`src/msbp_pkg.sv`:
```
`default_nettype none

package msbp_pkg;

   // Configuration register and value field widths
   localparam int CFG_BITS       = 6;
   localparam int VALUE_BITS     = 32;
   localparam logic [CFG_BITS-1:0] WIDTH_RESET = 6'd8;

   // Result queue geometry
   localparam int QUEUE_PTR_BITS = 2;
   localparam int QUEUE_DEPTH    = 1 << QUEUE_PTR_BITS;

   // Words produced by one packed value: a completed word and/or a flushed tail
   typedef struct packed {
      logic full_valid;
      logic full_final;
      logic full_invalid;
      logic flush_valid;
      logic flush_invalid;
   } emit_type;

endpackage

`default_nettype wire

```
`src/msbp_pack.sv`:
```
`default_nettype none

module msbp_pack #(
   parameter int WORD_BITS = 32
) (
   input  wire logic                          clock,
   input  wire logic                          reset,
   input  wire logic                          advance,
   input  wire logic [msbp_pkg::CFG_BITS-1:0] value_width,
   input  wire logic [msbp_pkg::VALUE_BITS-1:0] value,
   input  wire logic                          final_value,
   output msbp_pkg::emit_type                 emit,
   output logic [WORD_BITS-1:0]               full_word,
   output logic [WORD_BITS-1:0]               flush_word
);

   localparam int NB  = $clog2(WORD_BITS);
   localparam int AW  = $clog2(WORD_BITS + 1);
   localparam int CAP = (WORD_BITS < msbp_pkg::VALUE_BITS) ? WORD_BITS : msbp_pkg::VALUE_BITS;
   localparam logic [msbp_pkg::CFG_BITS-1:0] CAP_CFG = msbp_pkg::CFG_BITS'(CAP);
   localparam logic [AW-1:0] WORD_AW = AW'(WORD_BITS);

   logic [WORD_BITS-1:0] partial_ff, partial_in;
   logic [NB-1:0]        filled_ff, filled_in;
   logic                 overwide_ff, overwide_in;

   logic [msbp_pkg::CFG_BITS-1:0]   w_cfg;
   logic [msbp_pkg::VALUE_BITS-1:0] vmask;
   logic [msbp_pkg::VALUE_BITS-1:0] v_masked;
   logic [WORD_BITS+msbp_pkg::VALUE_BITS-1:0] v_ext;
   logic [WORD_BITS-1:0] v_word;
   logic [AW-1:0]        w_aw;
   logic [AW-1:0]        room;
   logic [AW-1:0]        rest;
   logic [NB-1:0]        n_new;
   logic                 ov_now;
   logic [WORD_BITS-1:0] part_new;

   always_comb begin
      // clamp the width into 1..CAP
      w_cfg = value_width;
      if (w_cfg == '0) begin
         w_cfg = msbp_pkg::CFG_BITS'(1);
      end
      if (w_cfg > CAP_CFG) begin
         w_cfg = CAP_CFG;
      end
      vmask    = {msbp_pkg::VALUE_BITS{1'b1}} >> (msbp_pkg::CFG_BITS'(msbp_pkg::VALUE_BITS) - w_cfg);
      v_masked = value & vmask;
      v_ext    = {{WORD_BITS{1'b0}}, v_masked};
      v_word   = v_ext[WORD_BITS-1:0];
      w_aw     = AW'(w_cfg);
      ov_now   = overwide_ff | ((value & ~vmask) != '0);
      room     = WORD_AW - AW'(filled_ff);
      rest     = '0;

      emit       = '0;
      full_word  = '0;
      flush_word = '0;
      part_new   = partial_ff;
      n_new      = filled_ff;

      if (w_aw < room) begin
         part_new = partial_ff | (v_word << (room - w_aw));
         n_new    = NB'(AW'(filled_ff) + w_aw);
      end else if (w_aw == room) begin
         full_word         = partial_ff | v_word;
         emit.full_valid   = 1'b1;
         emit.full_final   = final_value;
         emit.full_invalid = final_value & ov_now;
         part_new          = '0;
         n_new             = '0;
      end else begin
         // straddle: high bits close this word, low bits open the next
         rest            = w_aw - room;
         full_word       = partial_ff | (v_word >> rest);
         emit.full_valid = 1'b1;
         part_new        = v_word << (WORD_AW - rest);
         n_new           = NB'(rest);
      end

      flush_word         = part_new;
      emit.flush_valid   = final_value & (n_new != '0);
      emit.flush_invalid = ov_now;

      partial_in  = part_new;
      filled_in   = n_new;
      overwide_in = ov_now;
      if (final_value) begin
         partial_in  = '0;
         filled_in   = '0;
         overwide_in = 1'b0;
      end
   end

   always_ff @(posedge clock) begin
      if (reset) begin
         partial_ff  <= '0;
         filled_ff   <= '0;
         overwide_ff <= 1'b0;
      end else if (advance) begin
         partial_ff  <= partial_in;
         filled_ff   <= filled_in;
         overwide_ff <= overwide_in;
      end
   end

endmodule

`default_nettype wire

```
`src/msb_first_bit_packer.sv`:
```
// MSB-first bit packer.
// Values arrive on the req_ channel (req_valid / req_stall) and are packed
// most-significant-bit first, with no gaps, into WORD_BITS-bit words sent on
// the rsp_ channel (rsp_valid / rsp_stall). A transfer happens on a clock
// edge where valid is high and stall is low.
// csr_ writes set the packing width (1..32, at most WORD_BITS; 0 acts as
// 1); csr_ready is always high. Write the width only while the block is
// idle. One value is taken every cycle while req_stall is low. Each value
// yields zero, one or two words: a completed word, and on a final value
// the zero-padded tail word. A word passes from the input register
// through the pack logic into a 4-entry result queue before it leaves.
// The input register advances only while the queue has room for two
// words, so a stalled receiver backs up into req_stall after the queue
// fills; nothing is dropped and a stalled rsp_ payload holds.
// run_invalid is set on the final word when any value of the run had bits
// above the width. Reset (synchronous) empties the queue and the input
// register, clears the partial word, and sets the width to 8.
`default_nettype none

module msb_first_bit_packer #(
   parameter int WORD_BITS = 32
) (
   input  wire logic                              clock,
   input  wire logic                              reset,
   input  wire logic                              req_valid,
   output logic                                   req_stall,
   input  wire logic [msbp_pkg::VALUE_BITS-1:0]   req_value,
   input  wire logic                              req_final_value,
   output logic                                   rsp_valid,
   input  wire logic                              rsp_stall,
   output logic [WORD_BITS-1:0]                   rsp_packed_word,
   output logic                                   rsp_final_word,
   output logic                                   rsp_run_invalid,
   input  wire logic                              csr_valid,
   output logic                                   csr_ready,
   input  wire logic [msbp_pkg::CFG_BITS-1:0]     csr_value_width
);

   localparam int PB = msbp_pkg::QUEUE_PTR_BITS;
   localparam int QD = msbp_pkg::QUEUE_DEPTH;

   // configuration
   logic [msbp_pkg::CFG_BITS-1:0] width_ff;

   // input register
   logic                            in_valid_ff, in_valid_in;
   logic [msbp_pkg::VALUE_BITS-1:0] in_value_ff;
   logic                            in_final_ff;
   logic                            req_take;
   logic                            advance;

   // pack stage outputs
   msbp_pkg::emit_type   emit;
   logic [WORD_BITS-1:0] full_word;
   logic [WORD_BITS-1:0] flush_word;

   // result queue
   logic [WORD_BITS-1:0] q_word_ff    [QD];
   logic                 q_final_ff   [QD];
   logic                 q_invalid_ff [QD];
   logic [PB-1:0]        wr_ptr_ff, wr_ptr_in;
   logic [PB-1:0]        rd_ptr_ff, rd_ptr_in;
   logic [PB:0]          count_ff, count_in;
   logic                 pop;
   logic                 push_first, push_second;
   logic [WORD_BITS-1:0] first_word;
   logic                 first_final, first_invalid;

   assign csr_ready = 1'b1;

   always_ff @(posedge clock) begin
      if (reset) begin
         width_ff <= msbp_pkg::WIDTH_RESET;
      end else if (csr_valid && csr_ready) begin
         width_ff <= csr_value_width;
      end
   end

   // Advance the input register only when the queue can absorb two words.
   assign advance   = in_valid_ff && (count_ff <= (PB+1)'(QD - 2));
   assign req_stall = in_valid_ff && !advance;
   assign req_take  = req_valid && !req_stall;

   always_comb begin
      in_valid_in = in_valid_ff;
      if (req_take) begin
         in_valid_in = 1'b1;
      end else if (advance) begin
         in_valid_in = 1'b0;
      end
   end

   always_ff @(posedge clock) begin
      if (reset) begin
         in_valid_ff <= 1'b0;
      end else begin
         in_valid_ff <= in_valid_in;
      end
   end

   // hold payload until the next transfer
   always_ff @(posedge clock) begin
      if (req_take) begin
         in_value_ff <= req_value;
         in_final_ff <= req_final_value;
      end
   end

   msbp_pack #(
      .WORD_BITS (WORD_BITS)
   ) u_pack (
      .clock       (clock),
      .reset       (reset),
      .advance     (advance),
      .value_width (width_ff),
      .value       (in_value_ff),
      .final_value (in_final_ff),
      .emit        (emit),
      .full_word   (full_word),
      .flush_word  (flush_word)
   );

   // Compact the completed word and the tail word into consecutive slots.
   always_comb begin
      push_first    = advance && (emit.full_valid || emit.flush_valid);
      push_second   = advance && emit.full_valid && emit.flush_valid;
      first_word    = emit.full_valid ? full_word : flush_word;
      first_final   = emit.full_valid ? emit.full_final : 1'b1;
      first_invalid = emit.full_valid ? emit.full_invalid : emit.flush_invalid;
   end

   assign rsp_valid       = (count_ff != '0);
   assign pop             = rsp_valid && !rsp_stall;
   assign rsp_packed_word = q_word_ff[rd_ptr_ff];
   assign rsp_final_word  = q_final_ff[rd_ptr_ff];
   assign rsp_run_invalid = q_invalid_ff[rd_ptr_ff];

   always_comb begin
      wr_ptr_in = wr_ptr_ff + PB'(push_first) + PB'(push_second);
      rd_ptr_in = rd_ptr_ff + PB'(pop);
      count_in  = count_ff + (PB+1)'(push_first) + (PB+1)'(push_second) - (PB+1)'(pop);
   end

   always_ff @(posedge clock) begin
      if (reset) begin
         wr_ptr_ff <= '0;
         rd_ptr_ff <= '0;
         count_ff  <= '0;
      end else begin
         wr_ptr_ff <= wr_ptr_in;
         rd_ptr_ff <= rd_ptr_in;
         count_ff  <= count_in;
      end
   end

   always_ff @(posedge clock) begin
      if (push_first) begin
         q_word_ff[wr_ptr_ff]    <= first_word;
         q_final_ff[wr_ptr_ff]   <= first_final;
         q_invalid_ff[wr_ptr_ff] <= first_invalid;
      end
      if (push_second) begin
         q_word_ff[wr_ptr_ff + PB'(1)]    <= flush_word;
         q_final_ff[wr_ptr_ff + PB'(1)]   <= 1'b1;
         q_invalid_ff[wr_ptr_ff + PB'(1)] <= emit.flush_invalid;
      end
   end

endmodule

`default_nettype wire
```
`config.mk`:
```
export PLATFORM = sky130hd
export DESIGN_NAME = msb_first_bit_packer
export DESIGN_NICKNAME = d
export VERILOG_FILES = /design/src/msbp_pkg.sv /design/src/msbp_pack.sv /design/src/msb_first_bit_packer.sv
export SDC_FILE = /design/constraint.sdc
export NUM_CORES = 1
export LEC_CHECK = 0
export ABC_AREA = 1
export BUFFER_PORTS_ARGS = -buffer_cell sky130_fd_sc_hd__buf_4
export CORE_UTILIZATION = 30
export CTS_BUF_LIST = sky130_fd_sc_hd__clkbuf_4
export DETAILED_ROUTE_END_ITERATION = 8
export GPL_ROUTABILITY_DRIVEN = 0
export PLACE_DENSITY = 0.54
export SYNTH_ARGS = -nofsm -noshare
export SYNTH_HDL_FRONTEND = slang
export SYNTH_SLANG_ARGS = --single-unit
export TNS_END_PERCENT = 30
```
`constraint.sdc`:
```
create_clock -name clock -period 10.31 [get_ports clock]
set_clock_uncertainty 0.2 [all_clocks]
set_input_delay 0 -clock clock [delete_from_list [all_inputs] [get_ports clock]]
set_output_delay 0 -clock clock [all_outputs]
set_load 0.005 [all_outputs]
```
[After elaboration in Yosys (flattened, before gate mapping)]
Memory sizes are Yosys's and may differ from the RTL's. A register that Yosys moved wholly into a read port is not among the register bits.
Cells that the tools add are included.
Storage, ports and cells
  word-level logic and storage cells: 84
  output and inout port bits: 37
  register bits: 85
  bits in writable memories: 136
  memories kept: 3
Cells by class
  eq/ne operators: 1
  $lt $le $gt $ge: 3
  reductions and logical operators: 16
  bitwise logic cells: 9
  $add $sub $neg: 13
  mux-type cells: 25
  shifts and indexed selects: 4
Memories
  q_word_ff: words 4, width 32, rd ports 1, clocked after Yosys merged registers in 1, wr ports 2, line msb_first_bit_packer.sv:58  | logic [WORD_BITS-1:0] q_word_ff [QD];
  q_final_ff: words 4, width 1, rd ports 1, clocked after Yosys merged registers in 1, wr ports 2, line msb_first_bit_packer.sv:59  | logic q_final_ff [QD];
  q_invalid_ff: words 4, width 1, rd ports 1, clocked after Yosys merged registers in 1, wr ports 2, line msb_first_bit_packer.sv:60  | logic q_invalid_ff [QD];
Operator list (count)
  $mux W32: 6
  $or A32 B32 Y32: 3
  $and A32 B32 Y32: 2
  $shl A32 B6 Y32: 2
  $not A32 Y32: 1
  $reduce_bool A32 Y1: 1
  $shr A32 B6 Y32: 1
  $shr A32 B6 Y32 const A: 1
  $mux W5: 3
  $mux W6: 2
  $sub A6 B6 Y6: 2
  $sub A6 B6 Y6 const A: 2
  $mux W1: 9
  $mux W2: 4
  $logic_and A1 B1 Y1: 7
  $add A2 B1 Y2: 3
  $add A3 B1 Y3: 2
  $eq A6 B6 Y1: 1
  $gt A6 B6 Y1 const B: 1
  $logic_not A6 Y1: 1
  $lt A6 B6 Y1: 1
  $sub A6 B5 Y6 const A: 1
  $add A5 B5 Y5: 1
  $reduce_bool A5 Y1: 1
  other kinds (10): 13

[Depth between registers and ports, before layout]
Gate-level depths: netlist (run 1).
  depth in word-level cells: 18
  mapped depth: 27

[By module]
A second synthesis (run 1) with hierarchy kept.
Second synthesis, totals
  cell total of the unflattened synthesis: 2649
  area, all modules: 17515.5 um^2
Modules (own cells, without submodules)
  msb_first_bit_packer: instances 1, seq. area each 5315.1 um^2, cells each 1033, area an instance 9272.6 um^2
  msbp_pack: instances 1, seq. area each 760.7 um^2, cells each 1616, area an instance 8242.9 um^2

[Least setup slack after synthesis (run 1)]
Ideal clock, no wire load.
  path type: reg-to-reg
  start point: reg width_ff[5] in the netlist's numbering
  end point: mem q_invalid_ff[0], enable pin
  library setup time: 391 ps
  data required time: 9719 ps
  path buffers: 2
  cell stages (with the launch flop): 23
  setup slack: 5879 ps
  data arrival time: 3840 ps
  cell sequence: dfxtp_1 > nor2_1 > nand3_1 > nand2_1 > nand2_2 > ha_1 > inv_1 > fa_1 > nand3_1 > nand2_1 > nand2_1 > nand2_1 > nand2_1 > nand2_2 > buf_2 > o22ai_1 > nor4_1 > nand2_1 > nand2_2 > nor3_4 > nand3_4 > buf_2 > nand2_1
RTL lines
  from (decl): line msb_first_bit_packer.sv:43  | logic [msbp_pkg::CFG_BITS-1:0] width_ff;
  from (signal assigned): line msb_first_bit_packer.sv:73  | width_ff <= msbp_pkg::WIDTH_RESET;
  from (signal assigned): line msb_first_bit_packer.sv:75  | width_ff <= csr_value_width;
  to (decl): line msb_first_bit_packer.sv:60

==> results.txt, run 1 <==
flops & latches, synth = 221
slowest stage cell on the critical path = inv_2
initial core utilization = 0.3038
Worst-Margin Slew = 1189 ps
number of H-tree levels = 2
Arr. time, crit path = 6400 ps
crit-path cells = nor2_1, nand3_1, nand2_1, nand2_2, ha_1, inv_1, fa_1, nand3_1, nand2_1, nand2_1, nand2_1, nand2_1, nand2_2, inv_2, o21ai_1, o22ai_1, nor4_1, nand2_1, nand2_2, nor3_4, nand3_4, nand2_1, buf_4
Final nets = 2746
Critical Path Source Type = register
area leader, netlist = edfxtp_1
Final setup viols = 0
RSZ-0062 raised after global routing = false
Setup CP Type = reg2reg
main flop type after synthesis = edfxtp_1
synthesis-to-layout area growth = 16.14%
Final HPWL DP = 48100 microns
initial antenna violation count = 5
Vias/cell = 5.366
Lkg Pwr = 8.794 nW
min Tclk post-route = 6205 ps
drt pass-1 iters = 6
Die Footprint = 58060 sq um
vias in the first global route = 17410
first-pass GRT wire length = 103400 microns
top cell type's share of synthesized area = 0.2893
Comb pwr share = 0.663
grt ovf = 0
# DRC = 0
total CTS buffers = 59
Distinct cells, synth = 59
TritonCTS clock tree = done
Fmax = 161.2 MHz
DIE HEIGHT = 241.0 microns
Fin. Hold Viols = 0
Warnings, synthesis = 0
Hold Path Class = in2reg
Via Count = 18660
die width = 241.0 microns
drt first-iter violations = 2062
Psw = 3.445 mW
CTS Root Cell = clkbuf_4
maximum VDD drop = 0.1353 mV
asr flop ratio synth = 0
Synth Area per Inst = 6.691 sq um
Post-CTS Setup Inserts = 0
total wire length = 67960 microns
CP Max Fanout = 52
Post-Syn Area = 17130 sq um
cell area power density = 311.1 nW/um^2
Post-synth EDFFs = 165
setup_tns = 0 ps
syn nets = 2633
clk sinks = 221
main area contributors after synthesis = edfxtp_1 29%, nand2_1 22%, nand3_1 11%, dfxtp_1 6.5%, o21ai_0 3.4%
Wirelength per Cell = 19.55 microns
internal power = 2.744 mW
Max clock buf depth = 3
Antenna Nets Post-Route = 0
Core Rows = 87
core box area = 56390 sq um
switching share of power = 0.5567
clock slew at reported path FFs = 80 ps
Clk Latency, worst-skew pair = 830 ps
R2R setup slack = 4110 ps
slowest stage delay, CP = 860 ps
crit path capture type = register
DP Worst Slack = 4197 ps
Final Max Slew Viols = 0
worst setup margin = 4105 ps
Overall Global Routing Usage = 0.2347
sequential share of power = 0.204
max_cap viols = 0
sequential cell area fraction in the yosys report = 0.3547
status = completed
CP dominant cell by count = nand2_1
Clk pwr share = 0.133
share of cells above drive strength 1 = 0.1184
Syn Inst Count = 2560
largest net degree at the start of global routing = 70
Port Buffers = 79
I/O pins = 81
final period utilization = 0.6018
Critical Path RT = 10500 ps
Slew HR = 0.2026
-- state kept, by name, indices dropped and copies added, names as in the netlist --
name / cells
u_pack.filled_ff: 5
in_value_ff: 32
u_pack.partial_ff: 32
in_valid_ff: 1
q_invalid_ff: 4
u_pack.overwide_ff: 1
count_ff: 3
rd_ptr_ff: 2
q_final_ff: 4
q_word_ff: 128
width_ff: 6
in_final_ff: 1
wr_ptr_ff: 2
-- cells in the mapped netlist, types with 3 or more instances --
library cell / number
nand2_1: 1014
nand3_1: 369
edfxtp_1: 165
inv_1: 128
nor2_1: 120
o21ai_0: 117
a21oi_1: 90
clkbuf_1: 77
o21ai_1: 68
dfxtp_1: 56
o22ai_1: 40
buf_2: 36
o211ai_1: 27
nand2_2: 24
ha_1: 23
inv_2: 23
buf_6: 17
buf_1: 15
nand4_1: 13
o21ai_2: 10
xor2_1: 10
nand3_2: 8
nand4_2: 8
a31oi_1: 7
nor2_2: 7
fa_1: 6
nor3_1: 6
buf_4: 5
clkinv_1: 5
nand3_4: 5
nand3b_1: 5
clkinv_2: 4
or2_1: 4
xnor2_1: 4
a221oi_1: 3
and2_1: 3
nand2_4: 3
o21a_1: 3
o21bai_1: 3
-- path summary, 6_finish.rpt --
kind | start | endpoint | cells after the start
worst min-delay path | rsp_stall | rd_ptr_ff[0]$_SDFF_PP0_ | 6
worst max-delay path | width_ff[5]$_SDFFE_PP0P_ | q_invalid_ff[3]$_DFFE_PP_ | 23
worst max register to register | width_ff[5]$_SDFFE_PP0P_ | q_invalid_ff[3]$_DFFE_PP_ | 23
worst min register to register | u_pack.partial_ff[12]$_SDFFE_PP0P_ | u_pack.partial_ff[12]$_SDFFE_PP0P_ | 2
-- cells in the final DEF, fill, tap and decap left out, drive strengths merged --
| cell | count |
|---|---|
| a21boi | 3 |
| nor4 | 2 |
| or2 | 6 |
| o22ai | 40 |
| nand4 | 23 |
| o31ai | 3 |
| edfxtp | 165 |
| diode | 2 |
| o21ai | 195 |
| o21bai | 4 |
| dlygate4sd3 | 98 |
| buf | 104 |
| o21a | 3 |
| ha | 23 |
| nor2 | 129 |
| dfxtp | 56 |
| clkinv | 20 |
| clkbuf | 95 |
| o211ai | 27 |
| xor2 | 14 |
| nand3 | 382 |
| a31oi | 7 |
| conb | 1 |
| o2111a | 1 |
| nor3 | 7 |
| a221oi | 3 |
| a21oi | 92 |
| o221ai | 2 |
| nand3b | 5 |
| inv | 155 |
| nand2 | 1041 |
| fa | 6 |
| xnor2 | 4 |
| and2 | 3 |
-- cell families (layout without fill, tap and decap cells) --
| logic type | Yosys count | in the layout | synth area share |
|---|---|---|---|
| and+or+nand+nor | 1598 | 1598 | 0.4027 |
| AOI/OAI and AO/OA | 380 | 380 | 0.1256 |
| buffers and inverters | 313 | 472 | 0.08064 |
| DFF | 221 | 221 | 0.3547 |
| adders and majority gates | 29 | 29 | 0.02381 |
| xor gates and xnor gates | 18 | 18 | 0.01227 |
| other | 1 | 3 | 0.0002189 |
-- through the flow --
| step | std cells | power (mW) | area (sq um) | util | hold WS, ps |
|---|---|---|---|---|---|
| 4_1_cts | 3475 | 6.075 | 19890 | 0.3527 | 33.95 |
| 6_report | 3477 | 6.189 | 19890 | 0.3528 | 88.02 |
| 3_5_place_dp | 3270 | 5.210 | 18120 | 0.3214 | -20.55 |
| 5_1_grt | 3477 | 6.654 | 19890 | 0.3528 | 109.4 |
| 3_3_place_gp | 3270 | 5.163 | 18120 | 0.3214 | -21.85 |
| 2_1_floorplan | 2560 | 3.940 | 17130 | - | -101.1 |
-- timing repair --
action,CTS,global route
hold buffers,98,0
gates resized for setup,0,0
hold endpoints to repair,118,0
-- area by class of cell --
class | count | area, sq um
multi-input combinational | 2026 | 9689
antenna | 2 | 5.005
timing repair buffer | 202 | 1762
fill | 6072 | 36490
tap | 756 | 945.9
clock inverter | 12 | 75.07
sequential | 221 | 6077
clock buffer | 95 | 713.2
inverter | 163 | 626.9
-- layer usage --
metal,share of wire,vias to the layer above,GRT usage
li1,-,8787,-
met1,0.42,8557,0.3168
met2,0.42,1091,0.3522
met3,0.10,216,0.04872
met4,0.053,6,0.1208
met5,0.00050,-,0
-- power groups by stage --
stage	Clock, mW	Combinational [mW]	Sequential (mW)
5_1_grt	0.884	4.50	1.27
2_1_floorplan	0	2.67	1.27
3_3_place_gp	0	3.88	1.28
3_5_place_dp	0	3.93	1.28
6_report	0.821	4.10	1.26
4_1_cts	0.841	3.97	1.26
-- critical path, delay by kind of cell, from the launching register on --
family / cells / cell delay (ps)
compound gates: 2 / 360
fa+ha+maj: 2 / 670
simple gates: 16 / 2600
flops: 1 / 480
buf+inv: 3 / 1420
Power figures use the tool's default switching activity.
==> run 2, diff against run 1 <==
ABC_AREA = 0   (was 1)
PLACE_DENSITY = 0.55   (was 0.54)
clock period = 4.97 ns   (was 10.31 ns; I/O delays follow)
==> run 2 against run 1 <==
  * Combinational power rose by 120%
  * Design area grew 15%
  * Die area increased by 6.4%
  * Global-route usage rose by 3.4 points
  * Clock power up 100%
  * Critical endpoint is now q_word_ff[0][24]$_DFFE_PP_
==> results.txt, run 2 <==
status = completed (unchanged)
Wirelength per Cell = 26.69 microns (was 19.55 microns)
min Tclk post-route = 4929 ps (was 6205 ps)
main area contributors after synthesis = edfxtp_1 27%, dfxtp_1 6.2%, mux4_2 5.6%, nand2_1 4.8%, nor2_1 4.1% (was edfxtp_1 29%, nand2_1 22%, nand3_1 11%, dfxtp_1 6.5%, o21ai_0 3.4%)
clk sinks = 221 (unchanged)
Critical Path Source Type = register (unchanged)
final period utilization = 0.9918 (was 0.6018)
uppermost layer routed = met4 (was met5)
leading cell type in the layout, fill and taps excluded = buf_4 (was nand2_1)
die width = 248.5 microns (was 241.0 microns)
area leader, netlist = edfxtp_1 (unchanged)
met1 WL = 33020 microns (was 28690 microns)
Synth Area per Inst = 8.701 sq um (was 6.691 sq um)
Area after DPL = 20820 sq um (was 18120 sq um)
Max clock buf depth = 3 (unchanged)
Post-synth EDFFs = 165 (unchanged)
Syn Inst Count = 2095 (was 2560)
sequential cell area fraction in the yosys report = 0.3333 (was 0.3547)
internal power = 6.585 mW (was 2.744 mW)
drt first-iter violations = 3285 (was 2062)
Fmax = 202.9 MHz (was 161.2 MHz)
Worst Hold Path Cells = 6 (unchanged)
Antenna Nets Post-Route = 0 (unchanged)
FF-to-FF path depth = 14 (was 23)
core box area = 59580 sq um (was 56390 sq um)
Lkg Pwr = 8.593 nW (was 8.794 nW)
Fin. Hold Viols = 0 (unchanged)
Worst-Margin Slew = 1192 ps (was 1189 ps)
RSZ-0062 raised after global routing = true (was false)
CP dominant cell by count = nor3_1 (was nand2_1)
syn nets = 2168 (was 2633)
total CTS buffers = 59 (unchanged)
crit-path cells = or2_2, nor3_1, o21ai_2, ha_1, buf_12, nor3b_1, nand2_1, nor3_1, nor2_1, o311a_1, a221o_1, a311o_1, a31oi_1, mux2_2 (was nor2_1, nand3_1, nand2_1, nand2_2, ha_1, inv_1, fa_1, nand3_1, nand2_1, nand2_1, nand2_1, nand2_1, nand2_2, inv_2, o21ai_1, o22ai_1, nor4_1, nand2_1, nand2_2, nor3_4, nand3_4, nand2_1, buf_4)
top cell type's share of synthesized area = 0.2718 (was 0.2893)
clock slew at reported path FFs = 60 ps (was 80 ps)
synthesis-to-layout area growth = 25.66% (was 16.14%)
CTS Root Cell = clkbuf_4 (unchanged)
crit path capture type = register (unchanged)
slowest stage cell on the critical path = a31oi_1 (was inv_2)
most flop-heavy register = q_word_ff (unchanged)
Worst Hold Launch = rsp_stall (unchanged)
Core Rows = 89 (was 87)
Final Max Slew Viols = 0 (unchanged)
cell area power density = 586.2 nW/um^2 (was 311.1 nW/um^2)
biggest regs = q_word_ff: 128 flops, in_value_ff: 32 flops, u_pack.partial_ff: 32 flops (unchanged)
asr flop ratio synth = 0 (unchanged)
met3 routed WL = 10600 microns (was 6872 microns)
slowest stage delay, CP = 540 ps (was 860 ps)
CP Max Fanout = 49 (was 52)
Setup CP Type = reg2reg (unchanged)
Distinct cells, synth = 104 (was 59)
total wire length = 84950 microns (was 67960 microns)
maximum VDD drop = 0.3019 mV (was 0.1353 mV)
most frequent cells in the layout = 261 x buf_4, 233 x nand2_1, 196 x nor2_1, 165 x edfxtp_1 (was 1014 x nand2_1, 369 x nand3_1, 165 x edfxtp_1, 127 x inv_1, 119 x nor2_1)
Psw = 6.842 mW (was 3.445 mW)
launching point of the worst reg2reg path = width_ff[2]$_SDFFE_PP0P_ (was width_ff[5]$_SDFFE_PP0P_)
Port Buffers = 79 (unchanged)
number of H-tree levels = 2 (unchanged)
Vias/cell = 6.383 (was 5.366)
max FFs per register = 128 (unchanged)
Post-Syn Area = 18230 sq um (was 17130 sq um)
drt pass-1 iters = 7 (was 6)
sequential share of power = 0.195 (was 0.204)
metal2 WL = 35090 microns (was 28770 microns)
Clk Latency, worst-skew pair = 800 ps (was 830 ps)
initial antenna violation count = 4 (was 5)
crit path launch = width_ff[2]$_SDFFE_PP0P_ (was width_ff[5]$_SDFFE_PP0P_)
main flop type after synthesis = edfxtp_1 (unchanged)
Comb pwr share = 0.682 (was 0.663)
Arr. time, crit path = 5390 ps (was 6400 ps)
initial core utilization = 0.3060 (was 0.3038)
Final HPWL DP = 63150 microns (was 48100 microns)
I/O pins = 81 (unchanged)
Via Count = 20320 (was 18660)
Design Area, Final = 22910 sq um (was 19890 sq um)
first-pass GRT wire length = 125900 microns (was 103400 microns)
TritonCTS clock tree = done (unchanged)
DIE HEIGHT = 248.5 microns (was 241.0 microns)
final hold slack = 97.63 ps (was 88.02 ps)
switching share of power = 0.5096 (was 0.5567)
grt ovf = 0 (unchanged)
Hold Path Class = in2reg (unchanged)
Clk pwr share = 0.123 (was 0.133)
Critical Path RT = 5430 ps (was 10500 ps)
Slew HR = 0.2043 (was 0.2026)
share of cells above drive strength 1 = 0.2353 (was 0.1184)
# DRC = 0 (unchanged)
Overall Global Routing Usage = 0.2691 (was 0.2347)
top post-synthesis cells by count = 233 x nand2_1, 200 x nor2_1, 165 x edfxtp_1 (was 1014 x nand2_1, 369 x nand3_1, 165 x edfxtp_1)
max_cap viols = 0 (unchanged)
Final nets = 2435 (was 2746)
Warnings, synthesis = 0 (unchanged)
top-count cell post-synth = nand2_1 (unchanged)
largest net degree at the start of global routing = 59 (was 70)
vias in the first global route = 19000 (was 17410)
flops & latches, synth = 221 (unchanged)
Final setup viols = 0 (unchanged)
Die Footprint = 61750 sq um (was 58060 sq um)
run 2: through the flow:
stage               setup TNS [ps]    util  total power [mW]  instances  setup slack, ps
finish                           0  0.3845             13.43       3183            40.91
detailed placement           -1002  0.3495             11.05       2964           -97.23
global placement             -1256  0.3495             10.95       2964           -147.2
CTS                              0  0.3790             12.82       3167            1.933
floorplan                   -58030       -             7.653       2095           -482.1
global route                -481.1  0.3844             13.98       3180           -132.0
run 2: kinds of logic after synthesis:
logic type | Yosys count | synth area share
buffers and inverters | 213 | 0.04928
DFF | 221 | 0.3333
other | 1 | 0.0002057
adders and majority gates | 29 | 0.02238
muxes | 146 | 0.1137
xor gates and xnor gates | 25 | 0.01201
and+or+nand+nor | 747 | 0.1969
AOI/OAI and AO/OA | 713 | 0.2722
run 2: routing by layer:
layer / up-vias / track usage
met1: 9710 / 0.3510
met4: 0 / 0.1627
met3: 379 / 0.07903
met5: - / 0
met2: 1535 / 0.3909
li1: 8692 / -
run 2: cell type report:
cell class,instances,area (sq um)
inverter,42,157.7
tap,773,967.2
fill,6019,36670
sequential,221,6077
multi-input combinational,1661,11660
clock inverter,12,57.56
timing repair buffer,377,3283
antenna,5,12.51
clock buffer,92,690.7
run 2: worst paths after layout:
path                                         to  slack, ps
max                  q_word_ff[0][24]$_DFFE_PP_         40
min                     rd_ptr_ff[1]$_SDFF_PP0_        100
max reg2reg          q_word_ff[0][24]$_DFFE_PP_         40
min reg2reg  u_pack.partial_ff[23]$_SDFFE_PP0P_        280
run 2: timing repair:
| action | in CTS | in global routing |
|---|---|---|
| endpoints found under the hold margin | 118 | 0 |
| endpoints found under the setup margin | 37 | 210 |
| setup buffers | 1 | 11 |
| resized for setup | 6 | 42 |
| hold buffers | 98 | 0 |
| pin swaps | 1 | 3 |
| cloned | 0 | 0 |
run 2: worst max-delay path: cells and delay by family (launching register included):
| kind | cells | cell delay, ps |
|---|---|---|
| fa+ha+maj | 1 | 250 |
| buf+inv | 1 | 180 |
| mux | 1 | 280 |
| simple gates | 6 | 1660 |
| compound gates | 5 | 1890 |
| flops | 1 | 310 |
run 2: power by group through the flow:
| stage | logic, mW | clock network, mW | registers [mW] |
|---|---|---|---|
| floorplan | 5.12 | 0 | 2.53 |
| global placement | 8.31 | 0 | 2.64 |
| detailed placement | 8.40 | 0 | 2.65 |
| CTS | 8.52 | 1.69 | 2.61 |
| global route | 9.57 | 1.78 | 2.63 |
| finish | 9.16 | 1.65 | 2.62 |
